**src/sit_pkg.sv**
```systemverilog
// shared types and constants for the segment intersection test pipeline
package sit_pkg;

    // coordinate width of every input field
    localparam int COORD_WIDTH = 32;
    // a coordinate difference needs one bit more than a coordinate
    localparam int DIFF_W      = COORD_WIDTH + 1;
    // exact product of two differences
    localparam int PROD_W      = 2 * DIFF_W;
    // exact difference of two products
    localparam int CROSS_W     = PROD_W + 1;
    // four orientation tests per transaction
    localparam int N_ORIENT    = 4;

    typedef logic signed [COORD_WIDTH-1:0] coord_t;
    typedef logic signed [DIFF_W-1:0]      diff_t;
    typedef logic signed [PROD_W-1:0]      prod_t;
    typedef logic signed [CROSS_W-1:0]     cross_t;

    // orientation class of a point against a directed segment
    typedef enum logic [1:0] {
        ORIENT_ZERO = 2'd0,
        ORIENT_POS  = 2'd1,
        ORIENT_NEG  = 2'd2
    } orient_t;

    // operands of one cross product: a*b - c*d
    typedef struct packed {
        diff_t a;
        diff_t b;
        diff_t c;
        diff_t d;
    } orient_ops_t;

    // the two products of one cross product
    typedef struct packed {
        prod_t ab;
        prod_t cd;
    } orient_prods_t;

    // output of the difference stage
    typedef struct packed {
        orient_ops_t [N_ORIENT-1:0] ops;
        logic        [N_ORIENT-1:0] in_box;
    } diff_stage_t;

    // output of the product stage
    typedef struct packed {
        orient_prods_t [N_ORIENT-1:0] prods;
        logic          [N_ORIENT-1:0] in_box;
    } mul_stage_t;

    // output of the sign stage
    typedef struct packed {
        orient_t [N_ORIENT-1:0] orient;
        logic    [N_ORIENT-1:0] in_box;
    } sign_stage_t;

endpackage

```
**src/sit_sign_stage.sv**
```systemverilog
// third pipeline stage: cross product subtraction and sign classification
module sit_sign_stage
    import sit_pkg::*;
(
    input  logic        clk,
    input  logic        en,
    input  mul_stage_t  stage_in,
    output sign_stage_t stage_reg
);

    sign_stage_t stage_next;
    cross_t      cross_val [N_ORIENT];

    // exact difference of products, then zero / positive / negative
    always_comb
    begin
        for (int i = 0; i < N_ORIENT; i++)
        begin
            cross_val[i] = cross_t'(stage_in.prods[i].ab) - cross_t'(stage_in.prods[i].cd);
            if (cross_val[i] == '0)
            begin
                stage_next.orient[i] = ORIENT_ZERO;
            end
            else if (cross_val[i][CROSS_W-1])
            begin
                stage_next.orient[i] = ORIENT_NEG;
            end
            else
            begin
                stage_next.orient[i] = ORIENT_POS;
            end
        end
        stage_next.in_box = stage_in.in_box;
    end

    // payload register
    always_ff @(posedge clk)
    begin
        if (en)
        begin
            stage_reg <= stage_next;
        end
    end

endmodule

```
**config.mk**
```make
export PLATFORM = sky130hd
export DESIGN_NAME = sit_sign_stage
export DESIGN_NICKNAME = d
export VERILOG_FILES = /design/src/sit_pkg.sv /design/src/sit_sign_stage.sv
export SDC_FILE = /design/constraint.sdc
export NUM_CORES = 1
export LEC_CHECK = 0
export BUFFER_PORTS_ARGS = -buffer_cell sky130_fd_sc_hd__buf_2
export CAP_MARGIN = 20
export CORE_AREA = 2 2 214 216
export CTS_BUF_LIST = sky130_fd_sc_hd__clkbuf_4 sky130_fd_sc_hd__clkbuf_8 sky130_fd_sc_hd__clkbuf_16
export CTS_CLUSTER_DIAMETER = 80
export DETAILED_ROUTE_END_ITERATION = 10
export DIE_AREA = 0 0 216 218
export PLACE_DENSITY = 0.74
export SLEW_MARGIN = 20
export SYNTH_ARGS = -nofsm -noshare
export SYNTH_HDL_FRONTEND = slang
export SYNTH_SLANG_ARGS = --single-unit
```
**constraint.sdc**
```tcl
create_clock -name clk -period 12.5 [get_ports clk]
set_input_delay 1.875 -clock clk [delete_from_list [all_inputs] [get_ports clk]]
set_output_delay 1.875 -clock clk [all_outputs]
set_load 0.01 [all_outputs]
```
==> flow_summary.json <==
{
  "status": "finished clean",
  "grt_first_pass_wirelength_um": 116000,
  "fin_nets": 4235,
  "fin_crit_sh": 0.497,
  "tightest_slew_ns": 0.883,
  "dp_hpwl_um": 64300,
  "drv_slew": 0,
  "fmax_ghz": 0.161,
  "final_area_mm2": 0.0218,
  "drtAntennaViolNets": 0,
  "clockBufferDepth": 2,
  "critical-path-max-stage-delay_ns": 0.52,
  "post_drt_wl_per_cell_um": 18.4,
  "required_ns": 12.52,
  "synth.area.top_cells": "ha_1 18%, a21oi_1 9.3%, inv_1 6.8%",
  "cap_violations": 0,
  "crit_cells": 18,
  "syn_to_final_growth_pct": 16.4,
  "io_pins": 546,
  "start_util": 0.417,
  "cp_max_fo": 4,
  "fillCellCount": 4803,
  "syn-instance-count": 3013,
  "wirelength_um": 74400,
  "overflow": 0,
  "synth-seq-cells": 12,
  "finalSetupTns_ns": 0,
  "endpoint_kind": "flip-flop",
  "synth_ff_type": "edfxtp_1",
  "async_flop_share": 0,
  "power_density_mw_per_mm2": 56.9,
  "yosys.area.top_type": "ha_1",
  "clkTransAtPathRegs_ns": 0.06,
  "cts_setup_buffers": 0,
  "first_pass_iters": 7,
  "synth_top_area_frac": 0.176,
  "ys_top_cells_by_count": "347 x a21oi_1, 338 x inv_1, 326 x nand2_1, 264 x ha_1, 225 x o21ai_0",
  "arrival_ns": 6.23,
  "yosysUniqueCellTypes": 84,
  "post_dp_cell_area_mm2": 0.0217,
  "yosysWarnings": 0,
  "hp-class": "input port to flip-flop",
  "dr.first_iter.drc_count": 2273,
  "htree_levels": 1,
  "cts_resized": 0,
  "drc_errors": 0,
  "synth-edff-count": 12,
  "hold_violations": 0,
  "antenna_found_initial": 10,
  "grt_max_degree": 15,
  "crit_start": "stage_in[334]",
  "dieArea_mm2": 0.0471,
  "slew_headroom": 0.405,
  "critPathBufInv": 3,
  "synth.yosys.seq_area_share": 0.0192,
  "drive_gt1_frac": 0.171,
  "slowest_stage": "a221oi_1",
  "crit_path_start_kind": "input port",
  "grt_pass1_vias": 22500,
  "largest_register_ffs": 12,
  "min_period_ns": 6.21,
  "syn_avg_cell_area_um2": 6.22,
  "synth_most_common_cell": "a21oi_1",
  "rsz0062_at_grt": "no",
  "synth_area_mm2": 0.0187,
  "grt_use_total": 0.297,
  "ir_drop_mv": 0.0321,
  "routabilityCongestion": 1.02,
  "setup_viol": 0,
  "die_w_um": 216,
  "cts_tree": "done",
  "cts_hold_buffers": 0,
  "port_buffers": 545,
  "num_rows": 78,
  "dr_total_vias": 24500,
  "critPathKind": "input port to flip-flop",
  "root_buffer": "clkbuf_16",
  "power_leakage_nw": 10.5,
  "cp_cell_sequence": "buf_2, inv_1, ha_1, inv_1, fa_1, a21oi_1, o21bai_1, a21oi_1, o31ai_1, a21boi_1, o21ai_1, a211o_1, a221oi_1, o21ai_1, xor2_1, nor4_1, nand4_1, o31a_1",
  "dieHeight_um": 218,
  "syn_nets": 3815,
  "cts_inserted_buffers": 3,
  "cp_top_family": "compound AO/OA/AOI/OAI gates",
  "viasPerCell": 6.06,
  "cts_sinks": 12,
  "fp.coreArea_mm2": 0.0449,
  "crit_path_end": "stage_reg[8]"
}
[placed cells by master, fill, tap and decap left out, types with 10 or more instances in the layout]
cell / Yosys / layout
buf_2: 10 / 545
a21oi_1: 347 / 347
inv_1: 338 / 338
nand2_1: 326 / 326
ha_1: 264 / 264
o21ai_0: 225 / 225
nor2_1: 223 / 223
nand4_1: 112 / 112
xnor2_1: 93 / 93
a21o_1: 72 / 72
nor3_1: 70 / 70
nand3_1: 69 / 69
xor2_1: 57 / 57
a31oi_1: 47 / 47
o21a_1: 45 / 45
o21bai_1: 43 / 43
nor4_1: 40 / 40
o211ai_1: 32 / 32
o21ai_1: 29 / 29
nand2b_1: 28 / 28
a211oi_1: 26 / 26
nor2b_1: 26 / 26
and3_1: 25 / 25
and2_1: 21 / 21
or3_1: 19 / 19
o2111ai_1: 17 / 17
o221ai_1: 17 / 17
o31ai_1: 15 / 15
and4_1: 13 / 13
a211o_1: 12 / 12
o31a_1: 12 / 12
edfxtp_1: 12 / 12
a311oi_1: 11 / 11
mux2i_1: 11 / 11
or2_2: 10 / 10
a221oi_1: 10 / 10
a21boi_0: 10 / 10
[logic make-up after synthesis]
| group | synth area share |
|---|---|
| and+or+nand+nor | 0.266 |
| adders and majority gates | 0.181 |
| AOI/OAI and AO/OA | 0.361 |
| buffers and inverters | 0.0944 |
| xor gates and xnor gates | 0.0701 |
| DFF | 0.0192 |
| muxes | 0.00828 |
[cell type report]
cell class / count / area [µm²] / area share
Inverter: 338 / 1270 / 0.0582
Timing Repair Buffer: 545 / 2730 / 0.125
Tap cell: 600 / 751 / 0.0344
Multi-Input combinational cell: 2533 / 16600 / 0.761
Clock buffer: 3 / 75.1 / 0.00344
Sequential cell: 12 / 360 / 0.0165
Antenna cell: 8 / 20.0 / 0.000918
[stage by stage]
step / hold WS (ns) / std cells / worst slack, ns / power, mW / utilization
6_report: 1.79 / 4039 / 6.29 / 1.24 / 0.486
5_1_grt: 1.78 / 4037 / 5.82 / 1.35 / 0.486
4_1_cts: 1.78 / 4031 / 6.41 / 1.22 / 0.485
3_5_place_dp: 2.05 / 4028 / 6.13 / 1.14 / 0.484
3_3_place_gp: 2.05 / 4028 / 6.24 / 1.14 / 0.484
2_1_floorplan: 1.97 / 3013 / 6.75 / 0.810 / -
[worst min-delay path by stage]
stage               slack, ns  depth (start not counted)      endpoint         from
global placement         2.05                          1  stage_reg[0]  stage_in[0]
detailed placement       2.05                          1  stage_reg[2]  stage_in[2]
floorplan                1.97                          0  stage_reg[0]  stage_in[0]
CTS                      1.78                          1  stage_reg[2]  stage_in[2]
global route             1.78                          1  stage_reg[0]  stage_in[0]
finish                   1.79                          1  stage_reg[0]  stage_in[0]
[where the power goes]
group | switching, mW | internal [mW] | total (mW)
logic | 0.688 | 0.434 | 1.12
clock network | 0.0258 | 0.0423 | 0.0682
registers | 0.00208 | 0.0497 | 0.0518
total | 0.716 | 0.526 | 1.24
[layer usage]
layer	share of wire	vias up	track usage	wire, µm
li1	-	11900	-	-
met1	0.43	11200	0.390	32000
met2	0.45	1214	0.496	33500
met3	0.084	168	0.0420	6270
met4	0.036	6	0.107	2650
met5	0.00051	-	0	38
Note: power is estimated with default switching activity, not from simulation.
