### src/sit_pkg.sv
// shared types and constants for the segment intersection test pipeline
package sit_pkg;

    // coordinate width of every input field
    localparam int COORD_WIDTH = 32;
    // a coordinate difference needs one bit more than a coordinate
    localparam int DIFF_W      = COORD_WIDTH + 1;
    // exact product of two differences
    localparam int PROD_W      = 2 * DIFF_W;
    // exact difference of two products
    localparam int CROSS_W     = PROD_W + 1;
    // four orientation tests per transaction
    localparam int N_ORIENT    = 4;

    typedef logic signed [COORD_WIDTH-1:0] coord_t;
    typedef logic signed [DIFF_W-1:0]      diff_t;
    typedef logic signed [PROD_W-1:0]      prod_t;
    typedef logic signed [CROSS_W-1:0]     cross_t;

    // orientation class of a point against a directed segment
    typedef enum logic [1:0] {
        ORIENT_ZERO = 2'd0,
        ORIENT_POS  = 2'd1,
        ORIENT_NEG  = 2'd2
    } orient_t;

    // operands of one cross product: a*b - c*d
    typedef struct packed {
        diff_t a;
        diff_t b;
        diff_t c;
        diff_t d;
    } orient_ops_t;

    // the two products of one cross product
    typedef struct packed {
        prod_t ab;
        prod_t cd;
    } orient_prods_t;

    // output of the difference stage
    typedef struct packed {
        orient_ops_t [N_ORIENT-1:0] ops;
        logic        [N_ORIENT-1:0] in_box;
    } diff_stage_t;

    // output of the product stage
    typedef struct packed {
        orient_prods_t [N_ORIENT-1:0] prods;
        logic          [N_ORIENT-1:0] in_box;
    } mul_stage_t;

    // output of the sign stage
    typedef struct packed {
        orient_t [N_ORIENT-1:0] orient;
        logic    [N_ORIENT-1:0] in_box;
    } sign_stage_t;

endpackage

### src/sit_diff_stage.sv
// first pipeline stage: coordinate differences and bounding-box checks
module sit_diff_stage
    import sit_pkg::*;
(
    input  logic        clk,
    input  logic        en,
    input  coord_t      p_x,
    input  coord_t      p_y,
    input  coord_t      q_x,
    input  coord_t      q_y,
    input  coord_t      r_x,
    input  coord_t      r_y,
    input  coord_t      s_x,
    input  coord_t      s_y,
    output diff_stage_t stage_reg
);

    diff_stage_t stage_next;

    // operands of orient(a, b, c): (b.y-a.y)*(c.x-b.x) - (c.y-b.y)*(b.x-a.x)
    function automatic orient_ops_t make_ops(coord_t ax, coord_t ay, coord_t bx,
                                             coord_t by, coord_t cx, coord_t cy);
        orient_ops_t o;
        o.a = diff_t'(by) - diff_t'(ay);
        o.b = diff_t'(cx) - diff_t'(bx);
        o.c = diff_t'(cy) - diff_t'(by);
        o.d = diff_t'(bx) - diff_t'(ax);
        return o;
    endfunction

    // point c inside the bounding box of a and b
    function automatic logic box_hit(coord_t ax, coord_t ay, coord_t bx,
                                     coord_t by, coord_t cx, coord_t cy);
        logic x_ok;
        logic y_ok;
        x_ok = ((cx >= ax) && (cx <= bx)) || ((cx >= bx) && (cx <= ax));
        y_ok = ((cy >= ay) && (cy <= by)) || ((cy >= by) && (cy <= ay));
        return x_ok && y_ok;
    endfunction

    // four tests: (p,q,r) (p,q,s) (r,s,p) (r,s,q)
    always_comb
    begin
        stage_next.ops[0]    = make_ops(p_x, p_y, q_x, q_y, r_x, r_y);
        stage_next.ops[1]    = make_ops(p_x, p_y, q_x, q_y, s_x, s_y);
        stage_next.ops[2]    = make_ops(r_x, r_y, s_x, s_y, p_x, p_y);
        stage_next.ops[3]    = make_ops(r_x, r_y, s_x, s_y, q_x, q_y);
        stage_next.in_box[0] = box_hit(p_x, p_y, q_x, q_y, r_x, r_y);
        stage_next.in_box[1] = box_hit(p_x, p_y, q_x, q_y, s_x, s_y);
        stage_next.in_box[2] = box_hit(r_x, r_y, s_x, s_y, p_x, p_y);
        stage_next.in_box[3] = box_hit(r_x, r_y, s_x, s_y, q_x, q_y);
    end

    // payload register
    always_ff @(posedge clk)
    begin
        if (en)
        begin
            stage_reg <= stage_next;
        end
    end

endmodule

### config.mk
export PLATFORM = sky130hd
export DESIGN_NAME = sit_diff_stage
export DESIGN_NICKNAME = d
export VERILOG_FILES = /design/src/sit_pkg.sv /design/src/sit_diff_stage.sv
export SDC_FILE = /design/constraint.sdc
export NUM_CORES = 1
export LEC_CHECK = 0
export BUFFER_PORTS_ARGS = -buffer_cell sky130_fd_sc_hd__clkbuf_2
export CORE_ASPECT_RATIO = 0.9
export CORE_MARGIN = 4
export CORE_UTILIZATION = 40
export CTS_BUF_LIST = sky130_fd_sc_hd__clkbuf_4 sky130_fd_sc_hd__clkbuf_8 sky130_fd_sc_hd__clkbuf_16
export DETAILED_ROUTE_END_ITERATION = 8
export SETUP_SLACK_MARGIN = 0.3
export SLEW_MARGIN = 25
export SYNTH_ARGS = -nofsm -noshare
export SYNTH_HDL_FRONTEND = slang
export SYNTH_SLANG_ARGS = --single-unit
### constraint.sdc
create_clock -name clk -period 6.1 [get_ports clk]
set_clock_uncertainty 0.2 [all_clocks]
set_input_delay 0.305 -clock clk [delete_from_list [all_inputs] [get_ports clk]]
set_output_delay 0.305 -clock clk [all_outputs]
set_load 0.005 [all_outputs]
==> tab_implementation.tex <==
\begin{tabular}{lr}
\hline
Metric & Value \\
\hline
\multicolumn{2}{l}{\textbf{Placed design}} \\
\quad Final HPWL DP & around 120 mm \\
\quad Number of input and output port buffers inserted & 789 \\
\quad DP Cell Count & 5459 \\
\quad Placer Congestion & 0.9613 \\
\multicolumn{2}{l}{\textbf{Route}} \\
\quad Total number of vias & 31336 \\
\quad First drt pass iteration count & 6 \\
\quad Remaining design rule violation count & 0 \\
\quad Routed wire length per instance & between 20 and 30 um \\
\quad Post-route ant nets & 0 \\
\quad Aggregate routed wire length & approximately 140 mm \\
\quad Drt first-iter violations & 2845 \\
\quad Vias per cell & 5.607 \\
\multicolumn{2}{l}{\textbf{Worst setup path}} \\
\quad Crit Path Class & input pin to flip-flop \\
\quad Slowest cell delay on critical path & just over 0.7 ns \\
\quad Crit path buf inv count & 4 \\
\quad Arr. time, crit path & roughly 4.6 ns \\
\quad CP required & 6.27 ns \\
\quad Maximum fanout along the worst path & 4 \\
\quad Cell family contributing the most delay on the critical path & compound AO/OA/AOI/OAI gates \\
\quad Sort of element at the start of the critical path & input pin \\
\quad CP Capture Type & flip-flop \\
\quad Critical Path Slowest Stage Cell & sky130\_fd\_sc\_hd\_\_o211ai\_1 \\
\quad Series of cell instances along the critical path & dlygate4sd3\_1 > clkbuf\_2 > inv\_1 > ha\_1 > fa\_1 > nor2b\_1 > o21a\_1 > o21ai\_1 > a2111oi\_0 > buf\_4 > o31ai\_1 > nand2b\_1 > a41oi\_1 > o211ai\_1 > a31oi\_1 > mux2\_2 \\
\multicolumn{2}{l}{\textbf{Floorplanning}} \\
\quad Die Ht & 288.0 um \\
\quad Starting utilization of the core area & roughly two fifths \\
\quad Die area & 91900 um2 \\
\quad Number of placed I/O pins & 790 \\
\quad Core box area & 86270 um2 \\
\quad Cell row count & roughly 100 \\
\quad Horizontal die dimension & 319.1 um \\
\multicolumn{2}{l}{\textbf{STA}} \\
\quad Worst hold slack & 0.008891 ns \\
\quad Peak Freq & 0.2267 GHz \\
\quad RSZ-0062 raised after global routing & no \\
\quad Worst-margin pin slew & 0.9976 ns \\
\quad Setup Viol. Count Final & 0 \\
\quad Final total negative setup slack & 0 ns \\
\quad Post-route fraction of the period consumed by the critical path & 72.31\% \\
\quad Fin crit period & around 4.4 ns \\
\quad Number of pins with negative max-slew slack in the final report & 0 \\
\quad Count of final hold-check violations & 0 \\
\quad Worst slew margin relative to its limit & 31.78\% \\
\multicolumn{2}{l}{\textbf{Final layout}} \\
\quad Multi-input logic area & 20170 um2 \\
\quad Most common library cell in the layout ignoring fill and taps & sky130\_fd\_sc\_hd\_\_clkbuf\_2 \\
\quad Layout Cells excl Fill & between 5000 and 6000 \\
\quad Layout fillers & 8418 \\
\quad Fraction of layout instances using a drive strength above 1 & 20.84\% \\
\quad Post-synthesis to final-layout area growth & 17.79\% \\
\quad Nets & 5119 \\
\quad Flip-flop count of the largest register, all copies and words added & 398 \\
\quad Highest-count cells in the layout ignoring fill and taps & 788 x sky130\_fd\_sc\_hd\_\_clkbuf\_2, 456 x sky130\_fd\_sc\_hd\_\_ha\_1, 398 x sky130\_fd\_sc\_hd\_\_edfxtp\_1 \\
\quad Sequential Area & 11950 um2 \\
\multicolumn{2}{l}{\textbf{Synth}} \\
\quad Syn Inst Count & 3732 \\
\quad Synthesized area per cell & 9.336 um2 \\
\quad Top cell type's share of synthesized area & 34.30\% \\
\quad Proportion of register bits with asynchronous set or reset after synthesis & 0\% \\
\quad Warnings from Yosys & 0 \\
\quad Post-synth top area cell & sky130\_fd\_sc\_hd\_\_edfxtp\_1 \\
\quad Synth Flop Type & sky130\_fd\_sc\_hd\_\_edfxtp\_1 \\
\quad Number of distinct library cell variants in the gate-level netlist after synthesis & 81 \\
\quad Register bit count reported by yosys & 398 \\
\quad Largest cells by area after synthesis & sky130\_fd\_sc\_hd\_\_edfxtp\_1 34\%, sky130\_fd\_sc\_hd\_\_ha\_1 16\%, sky130\_fd\_sc\_hd\_\_xnor2\_1 5.7\% \\
\quad Synthesized net count & around 4500 \\
\quad Sequential share of the synthesized area & 34.30\% \\
\quad Cell area after technology mapping & 34840 um2 \\
\quad Number of enable-type register cells in the synthesized netlist & between 300 and 400 \\
\multicolumn{2}{l}{\textbf{CTS}} \\
\quad CTS tree & done \\
\quad CTS buffer count & 49 \\
\quad Gates resized, CTS repair & 0 \\
\quad CTS root buffer & sky130\_fd\_sc\_hd\_\_clkbuf\_16 \\
\quad Maximum root-to-sink buffer count & 3 \\
\quad Count of clock tree sinks & 398 \\
\quad Clock-pin slew on the worst setup and hold paths & 0.06 ns \\
\quad Number of H-tree branching levels & 2 \\
\multicolumn{2}{l}{\textbf{Job}} \\
\quad \# Max-Cap Violations & 0 \\
\multicolumn{2}{l}{\textbf{Global routing}} \\
\quad Largest net degree at the start of global routing & 138 \\
\quad Vias in the first global route & approximately 30000 \\
\quad First-pass GRT wire length & 198.7 mm \\
\quad Total routing usage reported by global routing & 29.32\% \\
\quad Number of antenna violations at the first check in global routing & 21 \\
\quad Grt ovf & 0 \\
\multicolumn{2}{l}{\textbf{Power and ir drop}} \\
\quad Leakage component of the power & 19.62 nW \\
\quad Maximum VDD drop & 0.0001860 V \\
\quad Pwr per Cell Area & between 200 and 300 nW/um2 \\
\multicolumn{2}{l}{\textbf{Run status}} \\
\quad Outcome & complete, no violations \\
\multicolumn{2}{l}{\textbf{Worst hold path}} \\
\quad Hold WC Path Type & input pin to flip-flop \\
\hline
\end{tabular}
## synth_stat cells, drive strengths merged, types with 26 or more instances
cell type  number
clkbuf         70
xnor2         227
o21ai         201
and3           34
buf           147
edfxtp        398
a31oi          27
a21o          194
nand4          61
ha            456
o21a           49
a21oi         335
nor2          234
o21bai         61
nand3          65
nand2         184
nor3           62
or3            26
a211oi         29
nand2b         58
inv           368
nor2b          61
xor2           99
## through the flow
step           area (um2)  power [mW]  setup WS, ns  utilization (%)
2_1_floorplan       34840       5.943         2.812                -
3_3_place_gp        39000       7.503         1.718            45.21
3_5_place_dp        39000       7.485         1.703            45.21
4_1_cts             41000       10.76         1.839            47.53
5_1_grt             41040       11.24         1.549            47.57
6_report            41040       10.73         1.689            47.57
## worst paths after layout
check | from | to | slack, ns | cells after the start
worst max-delay path | q_x[0] | stage_reg[168]$_DFFE_PP_ | 1.69 | 16
worst min-delay path | en | stage_reg[262]$_DFFE_PP_ | 0.009 | 1
## timing repair
action,in CTS,in global routing
buffers inserted,0,0
endpoints found under the hold margin,22,0
hold buffers,26,0
## logic make-up (layout without fill, tap and decap cells)
logic type / count (synthesis) / in the layout / share of synthesized area [%]
adders and majority gates: 468 / 468 / 17.06
DFF: 398 / 398 / 34.30
AOI/OAI and AO/OA: 1083 / 1083 / 20.14
other: 0 / 12 / 0
buffers and inverters: 585 / 1286 / 7.799
and+or+nand+nor: 865 / 865 / 12.29
muxes: 7 / 7 / 0.2119
xor gates and xnor gates: 326 / 326 / 8.194
## where the power goes
part | internal (mW) | leakage, nW | switching [mW]
sequential | 3.63 | 3.90 | 0.254
combinational | 1.43 | 14.9 | 2.20
clock | 1.96 | 0.864 | 1.25
total | 7.02 | 19.6 | 3.71
## routing by layer
metal	track usage (%)	vias to the layer above	share of wire (%)	routed length, um
li1	-	14702	-	-
met2	46.33	1463	45	63580
met3	6.411	213	8.7	12410
met1	39.71	14944	43	60610
met4	10.27	14	3.7	5260
met5	0	-	0.065	92
## area by class of cell
cell class | instances | area share, %
Antenna cell | 12 | 0.07317
Clock inverter | 29 | 0.9238
Inverter | 368 | 3.366
Tap cell | 1144 | 3.488
Clock buffer | 62 | 3.311
Timing Repair Buffer | 827 | 10.56
Multi-Input combinational cell | 2749 | 49.16
Sequential cell | 398 | 29.12
Power figures use the tool's default switching activity.
